$ cat src/rtl/serial_frame_receiver_assert.svh
// Assertion macros for the serial frame receiver.
// Used by serial_frame_receiver.sv; compiled out when SYNTH is defined.
`ifndef SERIAL_FRAME_RECEIVER_ASSERT_SVH
`define SERIAL_FRAME_RECEIVER_ASSERT_SVH
`ifndef SYNTH
// Same-cycle implication, checked out of reset.
`define SFR_ASSERT_IMP(lbl, clk, rstn, ante, cons) \
    lbl: assert property (@(posedge clk) disable iff (!(rstn)) (ante) |-> (cons)) \
        else $error("serial_frame_receiver: assertion failed");
// Next-cycle implication, checked out of reset.
`define SFR_ASSERT_NXT(lbl, clk, rstn, ante, cons) \
    lbl: assert property (@(posedge clk) disable iff (!(rstn)) (ante) |=> (cons)) \
        else $error("serial_frame_receiver: assertion failed");
`else
`define SFR_ASSERT_IMP(lbl, clk, rstn, ante, cons)
`define SFR_ASSERT_NXT(lbl, clk, rstn, ante, cons)
`endif
`endif

$ cat src/rtl/sfr_pkg.sv
// Shared types and constants for the serial frame receiver.
// No dependencies; imported by sfr_core and serial_frame_receiver.
package sfr_pkg;

    localparam int BUFFER_BYTES         = 256;
    localparam int HEADER_TRAILER_BYTES = 7;
    localparam int LEN_CAP              = BUFFER_BYTES - HEADER_TRAILER_BYTES;
    localparam logic [7:0] LEN_CAP8     = (LEN_CAP > 255) ? 8'd255 : 8'(LEN_CAP);

    localparam logic [7:0] STX_BYTE = 8'h02;
    localparam logic [8:0] LEN_POS  = 9'd3;
    localparam logic [8:0] ADDR_POS = 9'd1;

    // item opcodes
    localparam logic [1:0] OP_BYTE     = 2'd0;
    localparam logic [1:0] OP_TICK     = 2'd1;
    localparam logic [1:0] OP_LINE_ERR = 2'd2;

    // frame status codes
    localparam logic [2:0] ST_BUSY     = 3'd0;
    localparam logic [2:0] ST_GOOD     = 3'd1;
    localparam logic [2:0] ST_CSUM_BAD = 3'd2;
    localparam logic [2:0] ST_ADDR_BAD = 3'd3;
    localparam logic [2:0] ST_TOO_LONG = 3'd4;
    localparam logic [2:0] ST_TIMEOUT  = 3'd5;
    localparam logic [2:0] ST_LINE_ERR = 3'd6;

    // config register indexes
    localparam logic [1:0] REG_MAX_LEN  = 2'd0;
    localparam logic [1:0] REG_TIMEOUT  = 2'd1;
    localparam logic [1:0] REG_EXP_ADDR = 2'd2;

    typedef struct packed {
        logic [7:0] max_data_len;
        logic [7:0] timeout_ticks;
        logic [7:0] expected_address;
    } sfr_cfg_t;

    typedef struct packed {
        logic [1:0] op;
        logic [7:0] rx_byte;
    } sfr_item_t;

    typedef struct packed {
        logic [7:0] byte_value;
        logic [7:0] byte_index;
        logic       last;
        logic [2:0] frame_status;
    } sfr_result_t;

endpackage

$ cat src/rtl/sfr_core.sv
// Frame tracking state and per-item update for the serial frame receiver.
// Depends on sfr_pkg.
module sfr_core
    import sfr_pkg::*;
(
    input  logic        aclk,
    input  logic        aresetn,
    input  sfr_cfg_t    cfg,
    input  logic        fire,
    input  sfr_item_t   item,
    output logic        has_result,
    output sfr_result_t result
);

    typedef enum logic [1:0] {PH_IDLE, PH_HEAD, PH_DATA} phase_t;

    phase_t     phase_reg, phase_next;
    logic [8:0] count_reg, count_next;
    logic [8:0] total_reg, total_next;
    logic [7:0] ticks_reg, ticks_next;
    logic [7:0] sum_reg,   sum_next;
    logic       match_reg, match_next;

    logic [7:0] limit;
    logic [7:0] ticks_inc;
    logic [7:0] sum_data;
    logic [9:0] pos_p1;
    logic [9:0] pos_p2;
    logic [9:0] total_w;

    assign limit     = (cfg.max_data_len < LEN_CAP8) ? cfg.max_data_len : LEN_CAP8;
    assign ticks_inc = (ticks_reg == 8'hFF) ? ticks_reg : ticks_reg + 8'd1;
    assign pos_p1    = {1'b0, count_reg} + 10'd1;
    assign pos_p2    = {1'b0, count_reg} + 10'd2;
    assign total_w   = {1'b0, total_reg};

    // checksum byte is subtracted so a match leaves zero
    always_comb begin
        if (pos_p2 < total_w) begin
            sum_data = sum_reg + item.rx_byte;
        end else if (pos_p2 == total_w) begin
            sum_data = sum_reg - item.rx_byte;
        end else begin
            sum_data = sum_reg;
        end
    end

    always_comb begin
        phase_next = phase_reg;
        count_next = count_reg;
        total_next = total_reg;
        ticks_next = ticks_reg;
        sum_next   = sum_reg;
        match_next = match_reg;
        has_result = 1'b0;
        result     = '{byte_value: item.rx_byte, byte_index: count_reg[7:0],
                       last: 1'b0, frame_status: ST_BUSY};

        unique case (phase_reg)
            PH_IDLE: begin
                if (item.op == OP_BYTE && item.rx_byte == STX_BYTE) begin
                    phase_next = PH_HEAD;
                    count_next = 9'd1;
                    total_next = '0;
                    ticks_next = '0;
                    sum_next   = item.rx_byte;
                    match_next = 1'b0;
                    has_result = 1'b1;
                    result.byte_index = 8'd0;
                end
            end
            PH_HEAD, PH_DATA: begin
                case (item.op)
                    OP_TICK: begin
                        ticks_next = ticks_inc;
                        if (ticks_inc > cfg.timeout_ticks) begin
                            has_result          = 1'b1;
                            result.byte_value   = '0;
                            result.last         = 1'b1;
                            result.frame_status = ST_TIMEOUT;
                        end
                    end
                    OP_LINE_ERR: begin
                        has_result          = 1'b1;
                        result.byte_value   = '0;
                        result.last         = 1'b1;
                        result.frame_status = ST_LINE_ERR;
                    end
                    OP_BYTE: begin
                        has_result = 1'b1;
                        count_next = pos_p1[8:0];
                        if (phase_reg == PH_HEAD) begin
                            sum_next = sum_reg + item.rx_byte;
                            if (count_reg == ADDR_POS) begin
                                match_next = (item.rx_byte == cfg.expected_address);
                            end
                            if (count_reg == LEN_POS) begin
                                if (item.rx_byte > limit) begin
                                    result.last         = 1'b1;
                                    result.frame_status = ST_TOO_LONG;
                                end else begin
                                    total_next = {1'b0, item.rx_byte}
                                               + 9'(HEADER_TRAILER_BYTES);
                                    phase_next = PH_DATA;
                                    ticks_next = '0;
                                end
                            end
                        end else begin
                            ticks_next = '0;
                            sum_next   = sum_data;
                            if (pos_p1 >= total_w) begin
                                result.last = 1'b1;
                                if (sum_data != 8'd0) begin
                                    result.frame_status = ST_CSUM_BAD;
                                end else if (!match_reg) begin
                                    result.frame_status = ST_ADDR_BAD;
                                end else begin
                                    result.frame_status = ST_GOOD;
                                end
                            end
                        end
                    end
                    default: begin
                    end
                endcase
                // any frame end returns to idle with cleared state
                if (has_result && result.last) begin
                    phase_next = PH_IDLE;
                    count_next = '0;
                    total_next = '0;
                    ticks_next = '0;
                    sum_next   = '0;
                    match_next = 1'b0;
                end
            end
            default: begin
                phase_next = PH_IDLE;
            end
        endcase
    end

    always_ff @(posedge aclk) begin
        if (!aresetn) begin
            phase_reg <= PH_IDLE;
            count_reg <= '0;
            total_reg <= '0;
            ticks_reg <= '0;
            sum_reg   <= '0;
            match_reg <= 1'b0;
        end else if (fire) begin
            phase_reg <= phase_next;
            count_reg <= count_next;
            total_reg <= total_next;
            ticks_reg <= ticks_next;
            sum_reg   <= sum_next;
            match_reg <= match_next;
        end
    end

endmodule

$ cat src/rtl/serial_frame_receiver.sv
// Serial frame receiver: an accepted item passes through the input register,
// then the frame update into the result register.
// Throughput 1 item per cycle; the input register keeps taking items while
// a result waits, and stalls only when both stages are full.
// Synchronous active-low reset returns to waiting for STX with config at
// max_data_len 249, timeout_ticks 20, expected_address 0.
module serial_frame_receiver
    import sfr_pkg::*;
(
    input  logic       aclk,
    input  logic       aresetn,
    input  logic       cfg_wr_en,
    input  logic [1:0] cfg_index,
    input  logic [7:0] cfg_wr_data,
    input  logic       s_valid,
    output logic       s_ready,
    input  logic [1:0] s_op,
    input  logic [7:0] s_rx_byte,
    output logic       m_valid,
    input  logic       m_ready,
    output logic [7:0] m_byte_value,
    output logic [7:0] m_byte_index,
    output logic       m_last,
    output logic [2:0] m_frame_status
);

`include "serial_frame_receiver_assert.svh"

    sfr_cfg_t    cfg_reg;
    logic        in_valid_reg;
    sfr_item_t   in_item_reg;
    logic        out_valid_reg;
    sfr_result_t out_reg;

    logic        fire;
    logic        has_result;
    sfr_result_t result;

    assign fire    = in_valid_reg && (!out_valid_reg || m_ready);
    assign s_ready = !in_valid_reg || fire;

    always_ff @(posedge aclk) begin
        if (!aresetn) begin
            cfg_reg <= '{max_data_len: 8'd249, timeout_ticks: 8'd20,
                         expected_address: 8'd0};
        end else if (cfg_wr_en) begin
            unique case (cfg_index)
                REG_MAX_LEN:  cfg_reg.max_data_len     <= cfg_wr_data;
                REG_TIMEOUT:  cfg_reg.timeout_ticks    <= cfg_wr_data;
                REG_EXP_ADDR: cfg_reg.expected_address <= cfg_wr_data;
                default: begin
                end
            endcase
        end
    end

    always_ff @(posedge aclk) begin
        if (!aresetn) begin
            in_valid_reg <= 1'b0;
        end else if (s_ready) begin
            in_valid_reg <= s_valid;
        end
    end

    always_ff @(posedge aclk) begin
        if (s_valid && s_ready) begin
            in_item_reg <= '{op: s_op, rx_byte: s_rx_byte};
        end
    end

    sfr_core u_core (
        .aclk       (aclk),
        .aresetn    (aresetn),
        .cfg        (cfg_reg),
        .fire       (fire),
        .item       (in_item_reg),
        .has_result (has_result),
        .result     (result)
    );

    always_ff @(posedge aclk) begin
        if (!aresetn) begin
            out_valid_reg <= 1'b0;
        end else if (fire && has_result) begin
            out_valid_reg <= 1'b1;
        end else if (m_ready) begin
            out_valid_reg <= 1'b0;
        end
    end

    always_ff @(posedge aclk) begin
        if (fire && has_result) begin
            out_reg <= result;
        end
    end

    assign m_valid        = out_valid_reg;
    assign m_byte_value   = out_reg.byte_value;
    assign m_byte_index   = out_reg.byte_index;
    assign m_last         = out_reg.last;
    assign m_frame_status = out_reg.frame_status;

    `SFR_ASSERT_IMP(a_busy_not_last, aclk, aresetn, m_valid && !m_last, m_frame_status == ST_BUSY)
    `SFR_ASSERT_IMP(a_last_has_verdict, aclk, aresetn, m_valid && m_last, m_frame_status != ST_BUSY)
    `SFR_ASSERT_IMP(a_full_stalls, aclk, aresetn, in_valid_reg && out_valid_reg && !m_ready, !s_ready)
    `SFR_ASSERT_NXT(a_held_item_kept, aclk, aresetn, in_valid_reg && !fire, in_valid_reg)

endmodule
$ cat config.mk
export PLATFORM = sky130hd
export DESIGN_NAME = serial_frame_receiver
export DESIGN_NICKNAME = d
export VERILOG_FILES = /design/src/rtl/sfr_pkg.sv /design/src/rtl/sfr_core.sv /design/src/rtl/serial_frame_receiver.sv
export VERILOG_INCLUDE_DIRS = /design/src /design/src/rtl
export SDC_FILE = /design/constraint.sdc
export NUM_CORES = 1
export LEC_CHECK = 0
export ABC_AREA = 1
export BUFFER_PORTS_ARGS = -buffer_cell sky130_fd_sc_hd__buf_2
export CORE_MARGIN = 3
export CORE_UTILIZATION = 45
export CTS_CLUSTER_SIZE = 8
export DETAILED_ROUTE_END_ITERATION = 12
export PLACE_DENSITY = 0.68
export RECOVER_POWER = 50
export SYNTH_ARGS = -nofsm -noshare
export SYNTH_HDL_FRONTEND = slang
export SYNTH_SLANG_ARGS = --single-unit
$ cat constraint.sdc
create_clock -name aclk -period 5.56 [get_ports aclk]
set_clock_uncertainty 0.05 [all_clocks]
set_input_delay 0.556 -clock aclk [delete_from_list [all_inputs] [get_ports aclk]]
set_output_delay 0.556 -clock aclk [all_outputs]
set_load 0.02 [all_outputs]
==> out/metrics.csv <==
stage,metric,value,unit
layout,Non-Filler Instances,1123,
route,wire per inst,13.98,um
timing,Slew headroom,-0.4155,
die,die area,0.01588,mm2
timing,post-layout minimum cycle time,3946,ps
route,Vias/cell,5.188,
clocking,clk slew on worst S/H paths,70,ps
global_route,vias in the first global route,5362,
synthesis,"Distinct cells, synth",43,
synthesis,Synth area leader,dfxtp_1,
global_route,largest net degree at the start of global routing,52,
layout,Antenna diodes,0,
synthesis,most instantiated library cell after synthesis,nand2_1,
power,Switching Share,0.2560,
synthesis,leading post-synthesis cells by cell area,"dfxtp_1, edfxtp_1, nand2_1, ha_1, inv_1",
place,I/O Buffers,46,
power,Reg power frac,0.490,
synthesis,"Async S/R FF share, synth",0,
timing,"Period Utilization, post-route",0.7098,
die,die span in x,126.0,um
die,Initial Util,0.4634,
layout,fin util,0.5034,
clocking,H-tree levels,3,
place,Setup Slack @ Placement,1703,ps
place,Placed Instance Area,0.006783,mm2
layout,Layout Nets,1027,
setup_path,sequence of cells on the critical path,ha_1 > nand2_1 > nor3_1 > and2_1 > nand2_1 > mux2_1 > ha_1 > nand2_1 > nand2_1 > nand2_1 > nand2_1 > nand2_1 > nand2_1 > nand3_1 > nand2_1 > nor2_1 > nand2_2 > nand2_4 > nand2_4 > inv_2 > nand2_4 > nand3_1 > nand2_1 > nor2_1,
global_route,first-pass GRT wire length,26.16,mm
synthesis,Mapped Area,0.006482,mm2
clocking,worst skew pair latency,360,ps
timing,"Hold Vio Cnt, Final",0,
place,DP Cell Count,1107,
power,Clk pwr share,0.410,
global_route,initial antenna violation count,0,
power,overall power,1.499,mW
setup_path,Max Fanout on Critical Path,21,
synthesis,Synth top area share,0.1946,
power,Pleak,3.362,nW
timing,Setup-failing EPs final,0,
die,I/O pin count,47,
synthesis,Yosys Warn Count,0,
clocking,CTS Buf Count,9,
route,Iteration-0 DRC Markers,348,
route,detailed-route DRC error count,0,
run,max_cap viols,1,
timing,final hold slack,315.8,ps
layout,flip-flop count of the largest register after layout,24,
timing,max-slew violations,52,
layout,Synth-to-Final Area Change,8.628,%
clocking,CTS root buffer,clkbuf_16,
setup_path,CP dominant cell by count,nand2_1,
global_route,total track usage,0.2024,
clocking,CTS sink count,93,
setup_path,Crit-path slowest cell,dfxtp_1,
route,post-route ant nets,0,
die,Site Rows,43,
timing,worst slew pin tran,2123,ps
route,Via Count,5826,
power,Pint,1.115,mW
min_path,worst min path class,in -> reg,
run_status,failing checks,"capacitance limit, slew limit",
synthesis,"top cells by count, synth","nand2_1, inv_1, nor2_1, a21oi_1, dfxtp_1",
clocking,clock tree buffer depth,2,
timing,Peak Freq,253.4,MHz
synthesis,sequential share of the synthesized area,0.3335,
setup_path,crit path launch type,flop,
power,NetSw,0.3836,mW
run_status,status,finished with violations,
synthesis,Synthesized Nets,1001,
clocking,post-CTS sizing,0,
timing,setup_tns,0,ps
setup_path,Worst EP arrival,4190,ps
timing,RSZ-0062 raised after global routing,false,
clocking,# hold bufs at CTS,0,
die,core region area,0.01399,mm2
setup_path,crit-path max cell delay,380,ps
layout,fraction of layout cells with a size suffix above 1,0.06575,
synthesis,Syn Inst Count,912,
clocking,CTS tree,done,
timing,final setup margin,1614,ps
power,pwr dens,212.8,mW/mm2
route,DRT Pass-1 Iters,5,
layout,post-route cell area,0.007042,mm2
synthesis,"Top FF cell, synth",dfxtp_1,
place,routability cong.,0.9483,
synthesis,Yosys reg bits,93,
setup_path,worst endpoint required time,5810,ps
synthesis,number of synthesized flops with an enable pin,30,
power,Max VDD drop,0.2411,mV
place,DP Wirelength,11.97,mm
synthesis,syn avg cell area,7.108,um2
clocking,postcts setup bufs,0,
route,final WL,15.71,mm
setup_path,"Worst Path Class, Setup",reg -> reg,
power,Comb pwr share,0.099,
setup_path,CP endpoint kind,flop,
die,die height,126.0,um
global_route,GRT overflow,0,
-- kinds of logic after synthesis --
logic type	Yosys count	synth area share
XOR/XNOR	33	0.04459
AO/OA/AOI/OAI	121	0.1006
adder cells (fa/ha/maj)	64	0.1258
flip-flops	93	0.3335
multiplexers	1	0.001737
buffers and inverters	158	0.09940
AND/OR/NAND/NOR	442	0.2943
-- power groups by stage --
stage               Sequential (mW)  Combinational (mW)  Clock (mW)
floorplan                     0.742               0.109           0
global placement              0.750               0.146           0
detailed placement            0.750               0.148           0
CTS                           0.735               0.148       0.625
global route                  0.737               0.170       0.653
finish                        0.735               0.149       0.615
-- cell usage in the layout, fill, tap and decap left out, types with 3 or more instances in the layout --
cell,instances
o21ai_0,28
edfxtp_1,30
nand3_1,50
inv_2,8
nand2_4,4
nand2_2,4
nand2_1,236
clkbuf_16,9
a21oi_1,69
nor3_1,9
nand4_1,29
nor2_1,97
buf_2,21
clkbuf_1,26
o21a_1,3
o21ai_1,5
o21bai_1,3
inv_1,114
xnor2_1,5
o211ai_1,8
dfxtp_1,63
clkinv_2,4
ha_1,62
xor2_1,28
-- final cells by class --
class / instances / area (um2)
Clock buffer: 10 / 229.0
Clock inverter: 6 / 61.31
Fill cell: 1441 / 6947
Inverter: 126 / 475.5
Multi-Input combinational cell: 661 / 3682
Sequential cell: 93 / 2162
Tap cell: 180 / 225.2
Timing Repair Buffer: 47 / 206.4
-- worst max-delay path, delay by kind of cell (launching register included) --
family                     cells  cell delay [ps]
DFF                            1              380
adders and majority gates      2              490
muxes                          1              360
buffers and inverters          1              350
and+or+nand+nor               20             2230
-- final timing paths --
check / start / endpoint / slack [ps] / depth (start not counted)
hold reg to reg: cfg_reg[4] / cfg_reg[4] / 410 / 2
setup reg to reg: u_core.ticks_reg[0] / u_core.ticks_reg[4] / 1610 / 24
setup / recovery: u_core.ticks_reg[0] / u_core.ticks_reg[4] / 1610 / 24
hold / removal: s_rx_byte[4] / in_item_reg[4] / 320 / 1
-- metal layers --
metal,vias to the layer above,track usage,share of wire
met4,0,0.07382,0.022
met2,125,0.3239,0.45
met5,-,0,0
met1,2671,0.2728,0.47
li1,3004,-,-
met3,26,0.03944,0.051
Note: power is estimated with default switching activity, not from simulation.
